<file path="src/sv/ivfp_pkg.sv">
`timescale 1ns / 1ps
// ----------------------------------------------------------------------------
// ivfp_pkg: shared types and constants
// Byte codes, field widths, the parser phase type and the result struct for the
// frame parser.
package ivfp_pkg;

  localparam int BYTE_W  = 8;
  localparam int VALUE_W = 22;
  localparam int COUNT_W = 3;

  localparam logic [BYTE_W-1:0] HDR_BYTE = 8'hAA;
  localparam logic [BYTE_W-1:0] END_BYTE = 8'hFF;
  localparam logic [BYTE_W-1:0] RADIX    = 8'd10;

  // Parser phase; code 2'd3 is never entered and behaves as hunting
  typedef enum logic [1:0] {
    PH_HUNT   = 2'd0,
    PH_ID     = 2'd1,
    PH_DIGITS = 2'd2
  } phase_t;

  // One completed frame
  typedef struct packed {
    logic [BYTE_W-1:0]  frame_id;
    logic [VALUE_W-1:0] frame_value;
  } result_t;

endpackage

</file>
<file path="src/sv/ivfp_in_stage.sv">
`timescale 1ns / 1ps
// ----------------------------------------------------------------------------
// ivfp_in_stage: input register
// Holds one received byte until the parser consumes it.
// ----------------------------------------------------------------------------
module ivfp_in_stage (
  input  logic                       clk,
  input  logic                       rst_n,
  input  logic                       in_valid,
  output logic                       in_stall,
  input  logic [ivfp_pkg::BYTE_W-1:0] in_rx_byte,
  input  logic                       consume,
  output logic                       byte_valid,
  output logic [ivfp_pkg::BYTE_W-1:0] byte_data
);
  import ivfp_pkg::*;

  logic              valid_r, valid_nxt;
  logic [BYTE_W-1:0] data_r;
  logic              accept;

  // Stall only while a held beat cannot move on
  assign in_stall = valid_r && !consume;
  assign accept   = in_valid && !in_stall;

  always_comb begin
    valid_nxt = valid_r;
    if (accept) begin
      valid_nxt = 1'b1;
    end else if (consume) begin
      valid_nxt = 1'b0;
    end
  end

  always_ff @(posedge clk) begin
    if (!rst_n) begin
      valid_r <= 1'b0;
    end else begin
      valid_r <= valid_nxt;
    end
  end

  // Payload register, no reset
  always_ff @(posedge clk) begin
    if (accept) begin
      data_r <= in_rx_byte;
    end
  end

  assign byte_valid = valid_r;
  assign byte_data  = data_r;

endmodule

</file>
<file path="src/sv/ivfp_parser.sv">
`timescale 1ns / 1ps
// ----------------------------------------------------------------------------
// ivfp_parser: frame state machine
// Hunts for the header, captures the id, accumulates digits, drops frames with
// too many digits and flags a nonzero-id frame at the terminator.
// ----------------------------------------------------------------------------
module ivfp_parser #(
  parameter int MAX_DIGITS = 5
) (
  input  logic                        clk,
  input  logic                        rst_n,
  input  logic [ivfp_pkg::BYTE_W-1:0] byte_data,
  input  logic                        fire,
  output logic                        emit,
  output ivfp_pkg::result_t           result
);
  import ivfp_pkg::*;

  phase_t             phase_r, phase_nxt;
  logic [BYTE_W-1:0]  id_r, id_nxt;
  logic [COUNT_W-1:0] count_r, count_nxt;
  logic [VALUE_W-1:0] value_r, value_nxt;
  logic [VALUE_W-1:0] mac;

  // value * 10 + byte, wraps at the field width
  assign mac = VALUE_W'(value_r * RADIX) + VALUE_W'(byte_data);

  always_comb begin
    phase_nxt = phase_r;
    id_nxt    = id_r;
    count_nxt = count_r;
    value_nxt = value_r;
    emit      = 1'b0;
    case (phase_r)
      PH_ID: begin
        id_nxt    = byte_data;
        count_nxt = '0;
        value_nxt = '0;
        phase_nxt = PH_DIGITS;
      end
      PH_DIGITS: begin
        if (byte_data == END_BYTE) begin
          emit      = (id_r != '0);
          phase_nxt = PH_HUNT;
          count_nxt = '0;
          value_nxt = '0;
        end else if (count_r >= COUNT_W'(MAX_DIGITS)) begin
          // digit overflow: drop the frame
          phase_nxt = PH_HUNT;
          count_nxt = '0;
          value_nxt = '0;
        end else begin
          value_nxt = mac;
          count_nxt = count_r + COUNT_W'(1);
        end
      end
      default: begin
        phase_nxt = (byte_data == HDR_BYTE) ? PH_ID : PH_HUNT;
      end
    endcase
  end

  always_ff @(posedge clk) begin
    if (!rst_n) begin
      phase_r <= PH_HUNT;
      id_r    <= '0;
      count_r <= '0;
      value_r <= '0;
    end else if (fire) begin
      phase_r <= phase_nxt;
      id_r    <= id_nxt;
      count_r <= count_nxt;
      value_r <= value_nxt;
    end
  end

  assign result.frame_id    = id_r;
  assign result.frame_value = value_r;

endmodule

</file>
<file path="src/sv/ivfp_out_stage.sv">
`timescale 1ns / 1ps
// ----------------------------------------------------------------------------
// ivfp_out_stage: result register
// Holds one completed frame until the downstream side takes it.
// ----------------------------------------------------------------------------
module ivfp_out_stage (
  input  logic                         clk,
  input  logic                         rst_n,
  input  logic                         load,
  input  ivfp_pkg::result_t            result,
  output logic                         slot_free,
  output logic                         out_valid,
  input  logic                         out_stall,
  output logic [ivfp_pkg::BYTE_W-1:0]  out_frame_id,
  output logic [ivfp_pkg::VALUE_W-1:0] out_frame_value
);
  import ivfp_pkg::*;

  logic    valid_r, valid_nxt;
  result_t data_r;

  // Free when empty or the held beat leaves this cycle
  assign slot_free = !valid_r || !out_stall;

  always_comb begin
    valid_nxt = valid_r;
    if (load) begin
      valid_nxt = 1'b1;
    end else if (!out_stall) begin
      valid_nxt = 1'b0;
    end
  end

  always_ff @(posedge clk) begin
    if (!rst_n) begin
      valid_r <= 1'b0;
    end else begin
      valid_r <= valid_nxt;
    end
  end

  always_ff @(posedge clk) begin
    if (load) begin
      data_r <= result;
    end
  end

  assign out_valid       = valid_r;
  assign out_frame_id    = data_r.frame_id;
  assign out_frame_value = data_r.frame_value;

endmodule

</file>
<file path="src/sv/id_value_frame_parser.sv">
`timescale 1ns / 1ps
// ----------------------------------------------------------------------------
// id_value_frame_parser: header / id / decimal value frame parser
//
//   channel  direction  handshake           payload
//   in_      input      in_valid/in_stall   in_rx_byte[7:0]
//   out_     output     out_valid/out_stall out_frame_id[7:0], out_frame_value[21:0]
//
// One byte per cycle sustained while in_stall is low. A byte is registered in
// the input register on accept and parsed from there; a terminator that
// completes a frame is loaded into the result register, which drives
// out_valid. The digit multiply-add and state update are one short step
// between the input and result registers. Reset (synchronous, active low)
// empties both registers and returns to header hunting. in_stall rises only
// while a terminator beat waits behind a stalled result; other bytes keep flowing.
// ----------------------------------------------------------------------------
module id_value_frame_parser #(
  parameter int MAX_DIGITS = 5
) (
  input  logic                         clk,
  input  logic                         rst_n,
  input  logic                         in_valid,
  output logic                         in_stall,
  input  logic [ivfp_pkg::BYTE_W-1:0]  in_rx_byte,
  output logic                         out_valid,
  input  logic                         out_stall,
  output logic [ivfp_pkg::BYTE_W-1:0]  out_frame_id,
  output logic [ivfp_pkg::VALUE_W-1:0] out_frame_value
);
  import ivfp_pkg::*;

  logic              byte_valid;
  logic [BYTE_W-1:0] byte_data;
  logic              fire;
  logic              emit;
  logic              slot_free;
  result_t           result;

  // Parse the held byte unless it finishes a frame with no room for it
  assign fire = byte_valid && (!emit || slot_free);

  ivfp_in_stage u_in (
    .clk        (clk),
    .rst_n      (rst_n),
    .in_valid   (in_valid),
    .in_stall   (in_stall),
    .in_rx_byte (in_rx_byte),
    .consume    (fire),
    .byte_valid (byte_valid),
    .byte_data  (byte_data)
  );

  ivfp_parser #(
    .MAX_DIGITS (MAX_DIGITS)
  ) u_parser (
    .clk       (clk),
    .rst_n     (rst_n),
    .byte_data (byte_data),
    .fire      (fire),
    .emit      (emit),
    .result    (result)
  );

  ivfp_out_stage u_out (
    .clk             (clk),
    .rst_n           (rst_n),
    .load            (fire && emit),
    .result          (result),
    .slot_free       (slot_free),
    .out_valid       (out_valid),
    .out_stall       (out_stall),
    .out_frame_id    (out_frame_id),
    .out_frame_value (out_frame_value)
  );

endmodule
</file>
<file path="config.mk">
export PLATFORM = sky130hd
export DESIGN_NAME = id_value_frame_parser
export DESIGN_NICKNAME = d
export VERILOG_FILES = /design/src/sv/ivfp_pkg.sv /design/src/sv/ivfp_in_stage.sv /design/src/sv/ivfp_parser.sv /design/src/sv/ivfp_out_stage.sv /design/src/sv/id_value_frame_parser.sv
export SDC_FILE = /design/constraint.sdc
export NUM_CORES = 1
export LEC_CHECK = 0
export ABC_AREA = 1
export BUFFER_PORTS_ARGS = -buffer_cell sky130_fd_sc_hd__buf_2
export CORE_AREA = 2 2 77 153
export CTS_BUF_LIST = sky130_fd_sc_hd__clkbuf_2
export DETAILED_ROUTE_END_ITERATION = 16
export DIE_AREA = 0 0 79 155
export SLEW_MARGIN = 20
export SYNTH_ARGS = -nofsm -noshare
export SYNTH_HDL_FRONTEND = slang
export SYNTH_HIERARCHICAL = 1
export SYNTH_SLANG_ARGS = --single-unit
</file>
<file path="constraint.sdc">
create_clock -name clk -period 3.1 [get_ports clk]
set_input_delay 0.155 -clock clk [delete_from_list [all_inputs] [get_ports clk]]
set_output_delay 0.155 -clock clk [all_outputs]
set_load 0.01 [all_outputs]
</file>
* Word-level counts from Yosys, hierarchy flattened
Cells that the tools add are included.
Widths: inputs -> output; s select.
** Storage, ports and cells
- Input port bits :: 12
- Register bits :: 75
- Output and inout port bits :: 32
** Operators by class
- $lt $le $gt $ge :: 1
- Equality and inequality tests :: 6
- Add/subtract/negate cells :: 2
- Multiplexer cells :: 16
- Reduce and logical (&&, ||, !) cells :: 17
- Multipliers :: 1
** Operators by type and width (count)
- $mux 22 :: 2
- $pmux 22 s2 :: 1
- $add 22x8->22 :: 1
- $mul 22x3->21 const B :: 1
- $eq 8x8->1 const B :: 2
- $reduce_bool 8->1 :: 1
- $mux 1 :: 7
- $mux 3 :: 2
- $pmux 3 s2 :: 1
- $reduce_and 2->1 :: 3
- $logic_not 1->1 :: 5
- $logic_and 1x1->1 :: 4
- $mux 2 :: 2
- $pmux 2 s2 :: 1
- $reduce_bool 2->1 :: 2
- $add 3x1->3 const B :: 1
- $ge 3x3->1 const B :: 1
- $ne 3x1->1 const B :: 1
- $eq 2x1->1 const B :: 1
- $eq 2x2->1 const B :: 1
- $logic_or 1x1->1 :: 2
- $ne 2x1->1 const B :: 1

* Logic depth before layout (Yosys ltp)
Gate-level depths: netlist of run 1.
- Depth after elaboration :: 11
- Gate-level depth with buffers :: 20
- Mapped depth without buffers :: 20

* By module
Netlist of run 1, hierarchy kept.
** Modules (own cells, without submodules)
- ivfp_parser :: times used 1, area an instance 3443.3 µm², cells each 559, seq. area each 700.7 µm²
- ivfp_out_stage :: times used 1, area an instance 943.4 µm², cells each 35, seq. area each 920.9 µm²
- ivfp_in_stage :: times used 1, area an instance 290.3 µm², cells each 16, seq. area each 260.2 µm²
- id_value_frame_parser :: times used 1, area an instance 25.0 µm², cells each 5, seq. area each 0.0 µm²

* Worst setup path before layout of run 1
Ideal clock, no wire load.
- Path kind :: register -> register
- From :: register u_parser.value_r[1]
- To :: register u_parser.value_r[21]
- Data arrival time :: 2.746 ns
- Path slack :: 0.234 ns
- Required time :: 2.980 ns
- Stages on the path, launching flop included :: 20
- Buffers on the path :: 0
- Cell sequence :: dfxtp_1 ha_1 ha_1 inv_1 fa_1 inv_1 ha_1 nand2_1 inv_1 nand2_1 nand3_1 nand2_1 nand2_1 nand3_2 nor2_2 nand2_2 nor2_1 nand3_1 nand3_1 a21oi_1
** On the way
- Longest elaborated chain between the ends :: 5
** RTL lines
- from (decl) :: line ivfp_parser.sv:22 : logic [VALUE_W-1:0] value_r, value_nxt;
- from (signal assigned) :: line ivfp_parser.sv:73 : value_r <= value_nxt;
- $mul 22x3->21 :: line ivfp_parser.sv:26 : assign mac = VALUE_W'(value_r * RADIX) + VALUE_W'(byte_data);
- $add 22x8->22 :: line ivfp_parser.sv:26
- $mux 22 :: line ivfp_parser.sv:47 : end else if (count_r >= COUNT_W'(MAX_DIGITS)) begin
- $mux 22 :: line ivfp_parser.sv:42 : if (byte_data == END_BYTE) begin
- $pmux 22 s2 :: line ivfp_parser.sv:34 : case (phase_r)
No other way between the ends.
A chain may end at the register's enable or synchronous reset.

* Final worst setup path of run 1
- From :: register u_parser.value_r[3]
- To :: register u_parser.value_r[20]
The elaborated chain is that of the path after synthesis.

==> results.yml, run 1 <==
floorplanning:
  std_cell_rows: 55
  die_h_microns: 155
  core_area_sq_um: 11100
  ios: 44
  die_area_sq_um: 12200
  dieWidth_microns: 79
  initial_core_util_pct: 42.2
hold_path:
  min_to: "u_in/byte_data[3]"
  worstHoldPathType: "primary input to flip-flop"
  hold_depth: 2
  hold_start: "in_rx_byte[3]"
setup_path:
  crit_type: "flip-flop to flip-flop"
  cp-end-kind: "flip-flop"
  rr_startpoint: "u_parser/value_r[3]"
  startpoint_type: "flip-flop"
  r2r_slack_ps: 130
  crit_path_max_incr_delay_ps: 540
  cp_data_arrival_time_ps: 3440
  reg2reg_to: "u_parser/value_r[20]"
  rr_worst_depth: 18
  path_buf_inv: 5
  cp_slowest_cell: "fa_2"
  crit_chain: "ha_4 -> ha_4 -> inv_2 -> fa_2 -> inv_2 -> ha_4 -> buf_6 -> a21oi_1 -> o21ai_1 -> a21oi_2 -> nor2_4 -> inv_2 -> nor3_4 -> buf_4 -> nand2_1 -> nand2_1 -> nand3_1 -> a21oi_1"
  cp_top_family: "adder cells"
  cp_max_fo: 4
  critical_path_required_ps: 3580
placed_design:
  post-place-ws_ps: -20.3
  io_buffers: 43
  dp.cells: 801
  post-dp-hpwl_mm: 8.36
  placed_area_sq_um: 5130
  routabilityCongestion: 0.882
finish:
  multi_input_area_sq_um: 2580
  nets: 751
  final_cell_area_sq_um: 5570
  layout_common_cells: "nand2_1 (171), inv_1 (89), nand3_1 (49)"
  final_common_cell: "nand2_1"
  fillCellCount: 1138
  area_growth_pct: 18.5
  regArea_sq_um: 1890
  final_cells: 836
  drive_above_1_share_pct: 17.2
routing:
  wl_met2_mm: 5.45
  wl_met1_mm: 5.01
  wl_met3_microns: 437
  wl_mm: 11.1
  highest_layer: "met4"
  wl_per_cell_microns: 13.2
  final_antenna_net_count: 0
  routed_via_density: 4.97
  drt_iter0_markers: 236
  dr_total_vias: 4152
  drtPass1Iterations: 5
  drc: 0
logic_synthesis:
  syn_inst: 615
  synth_cell_type_count: 35
  synth_seq_cells: 75
  async_reset_ff_share_pct: 0
  ys_seq_area_share_pct: 40.0
  avgSynthCellArea_sq_um: 7.65
  synth_edf_count: 38
  synth_nets: 676
  synth_ff_type: "edfxtp_1"
  synth_warnings: 6
  netlist_area_sq_um: 4700
status:
  status: "complete, no violations"
sta:
  setup_viol: 0
  period_minus_slack_ps: 2970
  slew_viol_final: 0
  setup_tns_ps: 0
  max_freq_mhz: 337
  finalClockSkew_ps: 19.4
  setup_slack_ps: 134
  tightest_slew_ps: 897
  hold_viol: 0
  slew_headroom_pct: 40.1
  layout_worst_path_cycle_share_pct: 95.7
job:
  max-cap-violations: 0
grt:
  grt_max_degree: 25
  grt_usage_pct: 19.2
  antenna_found_initial: 1
  grt.overflow.total: 0
  grt_pass1_vias: 3899
  grt_pass1_wl_mm: 18.3
clock_tree:
  htree_num_levels: 3
  cts_buffers: 9
  cts.sinks: 75
  cts_tree: "built"
  clock_latency_ps: 540
  clkTransAtPathRegs_ps: 200
  ctsRootBufferMaster: "clkbuf_2"
  clockBufferDepth: 2
pwr:
  p_per_area_nw_per_um2: 306
  ir_drop_v: 0.000290
  power.leakage_nw: 2.69
  finalPower_mw: 1.70
## stage by stage
stage / hold slack (ps) / util (%)
floorplan: 254 / -
global placement: 331 / 46.0
detailed placement: 333 / 46.0
CTS: 273 / 48.1
global route: 280 / 50.0
finish: 314 / 50.0
## worst max path at each step
stage / to / cells past startpoint / slack, ps / from
final: u_parser/value_r[20] / 18 / 130 / u_parser/value_r[3]
after detailed placement: u_parser/value_r[21] / 19 / -20 / u_parser/value_r[3]
after global placement: u_parser/value_r[21] / 19 / 60 / u_parser/value_r[3]
after CTS: u_parser/value_r[21] / 19 / 5 / u_parser/value_r[3]
after floorplan: u_parser/value_r[21] / 19 / 230 / u_parser/value_r[1]
after global routing: u_parser/value_r[19] / 20 / -30 / u_parser/value_r[3]
## metal layers
| metal | up-vias | global-route usage (%) |
|---|---|---|
| li1 | 2156 | - |
| met1 | 1909 | 25.5 |
| met2 | 75 | 31.6 |
| met3 | 12 | 3.31 |
| met4 | 0 | 5.91 |
| met5 | - | 0 |
## kinds of logic (layout without fill, tap and decap cells)
kind of cell,Yosys count,after routing,share of synthesized area (%)
flops,75,75,40.0
buf+inv,103,181,8.28
compound gates,73,73,8.36
xor+xnor,8,8,1.65
fa+ha+maj,49,49,13.4
simple gates,307,307,28.3
other cells,0,1,0
## state kept, by name (all words and copies together), names as in the netlist
name,count
u_parser/phase_r,2
u_out/out_frame_value,22
u_out/out_valid,1
u_in/byte_data,8
u_parser/value_r,22
u_out/out_frame_id,8
u_in/byte_valid,1
u_parser/id_r,8
u_parser/count_r,3
## layout make-up
class | instances | share of cell area, %
diodes | 1 | 0.0449
well taps | 142 | 3.19
inverters | 95 | 6.40
clock buffers | 9 | 0.808
clock inverters | 5 | 0.988
flip-flops and latches | 75 | 33.9
multi-input cells | 437 | 46.2
repair buffers | 72 | 8.42
## repair_timing
| action | in CTS | in global routing |
|---|---|---|
| hold buffers | 13 | 0 |
| resized for setup | 2 | 31 |
| buffers inserted | 0 | 7 |
| pin swaps | 0 | 16 |
| setup endpoints to repair | 1 | 12 |
| endpoints found under the hold margin | 21 | 0 |
## power breakdown
part	internal, mW	switching, mW	total [mW]	leakage (nW)
registers	1.05	0.0140	1.06	0.686
logic	0.0487	0.0672	0.116	1.94
clock network	0.177	0.347	0.524	0.0633
total	1.28	0.428	1.70	2.69
## Yosys cell counts, types with 3 or more instances
master / n / area (sq um)
ha_1: 47 / 588
a21oi_1: 47 / 235
nor3_1: 3 / 15.0
inv_2: 3 / 11.3
nand4_1: 7 / 43.8
nor4_1: 5 / 31.3
xor2_1: 3 / 26.3
nor2_2: 4 / 25.0
xnor2_1: 4 / 35.0
nand3b_1: 3 / 22.5
dfxtp_1: 37 / 741
o21ai_0: 17 / 85.1
nand3_1: 51 / 255
edfxtp_1: 38 / 1140
clkbuf_1: 6 / 22.5
inv_1: 92 / 345
nand2_2: 9 / 56.3
nor2_1: 44 / 165
and2_1: 3 / 18.8
nand2_1: 173 / 649
(Power assumes the default switching activity.)
==> inputs of run 2 (changes only) <==
--- a/config.mk
+++ b/config.mk
@@ -6,7 +6,7 @@
 export NUM_CORES = 1
 export LEC_CHECK = 0
 export ABC_AREA = 1
-export BUFFER_PORTS_ARGS = -buffer_cell sky130_fd_sc_hd__buf_2
+export BUFFER_PORTS_ARGS = -buffer_cell sky130_fd_sc_hd__buf_4
 export CORE_AREA = 2 2 77 153
 export CTS_BUF_LIST = sky130_fd_sc_hd__clkbuf_2
 export DETAILED_ROUTE_END_ITERATION = 16
==> run 2 against run 1 <==
Effect of this change: clock power up 8.8%; first-iteration DRC count fell by 12%; via count down 0.87%; combinational power barely moved; largest cell class unchanged; highest routed layer unchanged.
==> results.yml, run 2 (synthesized netlist as in run 1, its figures left out) <==
finish:
  drive_above_1_share_pct: 16.2
  final_cell_area_sq_um: 5630
  area_growth_pct: 19.6
  nets: 749
  layout_common_cells: "nand2_1 (172), inv_1 (91), buf_4 (57)"
  final_common_cell: "nand2_1"
  fillCellCount: 1125
placed_design:
  post-dp-hpwl_mm: 8.38
  io_buffers: 43
  placed_area_sq_um: 5240
  routabilityCongestion: 0.873
sta:
  rsz0062_at_grt: "yes"
  layout_worst_path_cycle_share_pct: 95.0
  tightest_slew_ps: 856
  slew_viol_final: 0
  finalClockSkew_ps: 43.8
  slew_headroom_pct: 42.9
  max_freq_mhz: 340
  setup_viol: 0
  period_minus_slack_ps: 2940
  hold_viol: 0
clock_tree:
  clock_latency_ps: 560
  clkTransAtPathRegs_ps: 230
  htree_num_levels: 3
  clockBufferDepth: 2
  cts.sinks: 75
  ctsRootBufferMaster: "clkbuf_2"
  cts_tree: "built"
  cts_buffers: 9
setup_path:
  critical_path_required_ps: 3560
  reg2reg_to: "u_parser/value_r[18]"
  cp_data_arrival_time_ps: 3400
  cp-end-kind: "flip-flop"
  cp.depth: 17
  startpoint_type: "flip-flop"
  crit_path_max_incr_delay_ps: 520
  critPathMostFrequentCell: "nand2_1"
  r2r_slack_ps: 160
  crit_type: "flip-flop to flip-flop"
  path_buf_inv: 4
  crit_chain: "ha_1 -> ha_2 -> inv_1 -> fa_2 -> inv_1 -> ha_4 -> buf_4 -> nand2_1 -> nor2_1 -> a21oi_2 -> nor2_4 -> inv_4 -> nor3_4 -> nand2_1 -> nand2_1 -> nand3_1 -> a21oi_1"
  crit_end: "u_parser/value_r[18]"
  critPathLaunch: "u_parser/value_r[3]"
  rr_startpoint: "u_parser/value_r[3]"
  cp_slowest_cell: "fa_2"
  cp_max_fo: 4
  rr_worst_depth: 17
  cp_top_family: "adder cells"
grt:
  grt_max_degree: 25
  grt_pass1_vias: 3942
  grt_usage_pct: 18.9
  grt_pass1_wl_mm: 18.3
  antenna_found_initial: 1
  grt.overflow.total: 0
pwr:
  p_per_area_nw_per_um2: 312
  ir_drop_v: 0.000247
  power.leakage_nw: 2.72
  finalPower_mw: 1.75
routing:
  routed_via_density: 4.92
  wl_met2_mm: 5.39
  highest_layer: "met4"
  wl_met1_mm: 5.20
  drtPass1Iterations: 5
  wl_per_cell_microns: 13.2
  wl_met3_microns: 275
  drc: 0
  wl_mm: 11.0
  drt_iter0_markers: 208
  final_antenna_net_count: 0
  dr_total_vias: 4116
status:
  status: "complete, no violations"
floorplanning:
  die_area_sq_um: 12200
  std_cell_rows: 55
  ios: 44
  die_h_microns: 155
  core_area_sq_um: 11100
  dieWidth_microns: 79
  initial_core_util_pct: 42.2
hold_path:
  worstHoldPathType: "primary input to flip-flop"
job:
  max-cap-violations: 0
## run 2: cell types whose count changed in the layout (fill, tap and decap cells not counted), sizes merged
cell / delta
clkinvlp: +1
buf: -2
inv: +1
## run 2: worst register-to-register path, cell delays in order (launching register included)
cell	delay, ps
dfxtp_2	380
ha_1	280
ha_2	180
inv_1	50
fa_2	520
inv_1	60
ha_4	260
buf_4	120
nand2_1	60
nor2_1	130
a21oi_2	100
nor2_4	140
inv_4	60
nor3_4	170
nand2_1	90
nand2_1	60
nand3_1	80
a21oi_1	140
## run 2: what timing repair did
| action | 4_1_cts | 5_1_grt |
|---|---|---|
| hold buffers | 13 | 0 |
| gates resized for setup | 1 | 22 |
| cloned | 0 | 0 |
| pin swaps | 0 | 9 |
| setup endpoints to repair | 1 | 15 |
| buffers inserted | 0 | 5 |
| endpoints found under the hold margin | 21 | 0 |
## run 2: worst min-delay path by stage
stage	startpoint	to	slack, ps	cells after the start
2_1_floorplan	in_rx_byte[0]	u_in/byte_data[0]	250	0
3_3_place_gp	in_rx_byte[0]	u_in/byte_data[0]	330	1
3_5_place_dp	in_rx_byte[0]	u_in/byte_data[0]	330	1
4_1_cts	in_rx_byte[3]	u_in/byte_data[3]	260	2
5_1_grt	in_rx_byte[2]	u_in/byte_data[2]	260	2
6_report	in_rx_byte[3]	u_in/byte_data[3]	310	2
## run 2: power by group
| part | switching (mW) | internal, mW |
|---|---|---|
| Sequential | 0.0137 | 1.05 |
| Combinational | 0.0661 | 0.0518 |
| Clock | 0.377 | 0.192 |
| Total | 0.457 | 1.30 |
## run 2: cell type report
type / instances / area, sq um / area share [%]
Multi-Input combinational cell: 437 / 2520 / 44.8
Sequential cell: 75 / 1890 / 33.5
Timing Repair Buffer: 70 / 558 / 9.92
Inverter: 95 / 359 / 6.38
Tap cell: 142 / 178 / 3.16
Clock inverter: 7 / 75.1 / 1.33
Clock buffer: 9 / 45.0 / 0.801
Antenna cell: 1 / 2.50 / 0.0445
## run 2: per-layer routing
layer | vias up | global-route usage (%)
met4 | 0 | 7.22
met5 | - | 0
met2 | 69 | 31.0
met3 | 9 | 2.61
li1 | 2158 | -
met1 | 1880 | 25.1
## run 2: stage by stage
stage          utilization (%)  hold slack [ps]  instances  worst slack (ps)  TNS [ps]
2_1_floorplan                -              254        615               234         0
3_3_place_gp              47.0              334        801              63.9         0
3_5_place_dp              47.0              334        801             -8.92     -8.92
4_1_cts                   49.3              258        830             0.318         0
5_1_grt                   50.5              265        836             -58.9      -123
6_report                  50.5              309        836               155         0
==> inputs of run 3 (changes only) <==
--- a/config.mk
+++ b/config.mk
@@ -7,10 +7,10 @@
 export LEC_CHECK = 0
 export ABC_AREA = 1
 export BUFFER_PORTS_ARGS = -buffer_cell sky130_fd_sc_hd__buf_4
-export CORE_AREA = 2 2 77 153
+export CORE_AREA = 2 2 108 110
 export CTS_BUF_LIST = sky130_fd_sc_hd__clkbuf_2
 export DETAILED_ROUTE_END_ITERATION = 16
-export DIE_AREA = 0 0 79 155
+export DIE_AREA = 0 0 110 112
 export SLEW_MARGIN = 20
 export SYNTH_ARGS = -nofsm -noshare
 export SYNTH_HDL_FRONTEND = slang
==> run 3 against run 2 <==
Effect of this change: largest power group unchanged; critical path depth is 1 higher; non-clock buffer count is 5 higher; global-route usage is 0.88 points higher; combinational power is 10% higher; final area is 3.0% higher; register-to-register slack worse by 70 ps; maximum frequency is 2.3% lower; worst setup slack worse by 69 ps; clock skew is 14 ps lower; clock power is 16% higher.
==> results.yml, run 3 (synthesized netlist as in run 1, its figures left out) <==
setup_path:
  cp.depth: 18
  cp-end-kind: "flip-flop"
  startpoint_type: "flip-flop"
  cp_max_fo: 4
  cp_slowest_cell: "fa_2"
  crit_chain: "ha_4 -> ha_4 -> inv_2 -> fa_2 -> inv_2 -> ha_4 -> buf_4 -> a21oi_1 -> o21ai_1 -> a21oi_2 -> nor2_4 -> inv_2 -> buf_4 -> nor2_2 -> inv_1 -> o21ai_2 -> nand3_1 -> a21oi_1"
  crit_path_max_incr_delay_ps: 530
  cp_top_family: "adder cells"
  path_buf_inv: 6
  rr_worst_depth: 18
  critical_path_required_ps: 3560
  crit_type: "flip-flop to flip-flop"
  cp_data_arrival_time_ps: 3480
clock_tree:
  cts.sinks: 75
  cts_buffers: 9
  clockBufferDepth: 2
  clkTransAtPathRegs_ps: 240
  cts_tree: "built"
  ctsRootBufferMaster: "clkbuf_2"
  clock_latency_ps: 550
  htree_num_levels: 3
sta:
  hold_viol: 0
  setup_slack_ps: 86.2
  layout_worst_path_cycle_share_pct: 97.2
  slew_headroom_pct: 44.7
  period_minus_slack_ps: 3010
  setup_viol: 0
  slew_viol_final: 0
  finalClockSkew_ps: 30.2
  tightest_slew_ps: 829
  max_freq_mhz: 332
finish:
  drive_above_1_share_pct: 19.3
  fillCellCount: 1035
  layout_common_cells: "nand2_1 (169), inv_1 (88), buf_4 (62)"
  nets: 754
  area_growth_pct: 23.2
  final_common_cell: "nand2_1"
  final_cells: 842
  final_cell_area_sq_um: 5790
grt:
  grt_max_degree: 32
  grt_usage_pct: 19.8
  grt.overflow.total: 0
  grt_pass1_wl_mm: 19.0
  grt_pass1_vias: 4023
  antenna_found_initial: 1
placed_design:
  placed_area_sq_um: 5230
  routabilityCongestion: 0.907
  dp.cells: 801
  io_buffers: 43
  post-place-ws_ps: -27.1
  post-dp-hpwl_mm: 8.70
floorplanning:
  die_h_microns: 112
  std_cell_rows: 39
  core_area_sq_um: 11200
  dieWidth_microns: 110
  initial_core_util_pct: 42.1
  ios: 44
  die_area_sq_um: 12300
routing:
  final_antenna_net_count: 0
  routed_via_density: 5.11
  drt_iter0_markers: 220
  wl_mm: 12.0
  wl_per_cell_microns: 14.2
  dr_total_vias: 4300
  drc: 0
  drtPass1Iterations: 5
pwr:
  p_per_area_nw_per_um2: 321
  ir_drop_v: 0.000157
  power.leakage_nw: 2.74
hold_path:
  worstHoldPathType: "primary input to flip-flop"
  hold_depth: 2
job:
  max-cap-violations: 0
status:
  status: "complete, no violations"
-- run 3: changes by cell type in the layout (fill, tap and decap cells not counted), moves of 3 or more --
| cell | previous run | this run |
|---|---|---|
| buf_4 | 57 | 62 |
| dfxtp_1 | 34 | 30 |
| ha_1 | 44 | 37 |
| ha_4 | 2 | 9 |
| inv_1 | 91 | 88 |
| inv_2 | 3 | 7 |
| nand2_1 | 172 | 169 |
| nand2_2 | 10 | 13 |
-- run 3: layout make-up --
cell class	instances	area, sq um	area share (%)
multi-input combinational	437	2620	45.2
sequential	75	1900	32.7
timing repair buffer	75	596	10.3
inverter	95	357	6.16
tap	143	179	3.09
clock inverter	6	97.6	1.69
clock buffer	10	50.0	0.864
antenna	1	2.50	0.0432
-- run 3: worst register-to-register path: stages (launching register included) --
cell and delay (ps):
dfxtp_4 420, ha_4 270, ha_4 130, inv_2 40, fa_2 530, inv_2 50, ha_4 260, buf_4 130
a21oi_1 70, o21ai_1 170, a21oi_2 70, nor2_4 110, inv_2 70, buf_4 130, nor2_2 100, inv_1 70
o21ai_2 100, nand3_1 80, a21oi_1 140
-- run 3: per-stage QoR --
step	utilization [%]	hold slack (ps)	total power [mW]	TNS, ps
floorplan	-	254	1.15	0
global placement	46.8	333	1.18	0
detailed placement	46.8	335	1.19	-27.1
CTS	49.6	245	1.86	0
global route	51.8	246	1.94	-128
finish	51.8	306	1.86	0
-- run 3: final timing paths --
| check | slack, ps | from | end |
|---|---|---|---|
| min reg2reg | 500 | u_parser/value_r[21] | u_out/out_frame_value[21] |
| max reg2reg | 90 | u_parser/value_r[3] | u_parser/value_r[14] |
| min | 310 | in_rx_byte[1] | u_in/byte_data[1] |
| max | 90 | u_parser/value_r[3] | u_parser/value_r[14] |
-- run 3: metal layers --
metal  part of all wire, %  global-route usage (%)  up-vias  wire length (microns)
met5                     0                       0        -                      0
met4                   1.2                    6.16        0                    146
met3                   5.2                    3.81       12                    628
met2                    47                    31.6      109                   5630
met1                    47                    26.9     2011                   5590
li1                      -                       -     2168                      -
-- run 3: power by group --
group | leakage (nW) | internal, mW | switching [mW]
sequential | 0.688 | 1.05 | 0.0149
clock | 0.0886 | 0.282 | 0.382
combinational | 1.97 | 0.0570 | 0.0728
total | 2.74 | 1.39 | 0.470
-- run 3: repair_timing --
action,CTS,global route
hold buffers,13,0
resized for setup,5,37
endpoints found under the hold margin,21,0
cloned,0,0
setup buffers,3,8
pin swaps,3,21
endpoints found under the setup margin,4,15
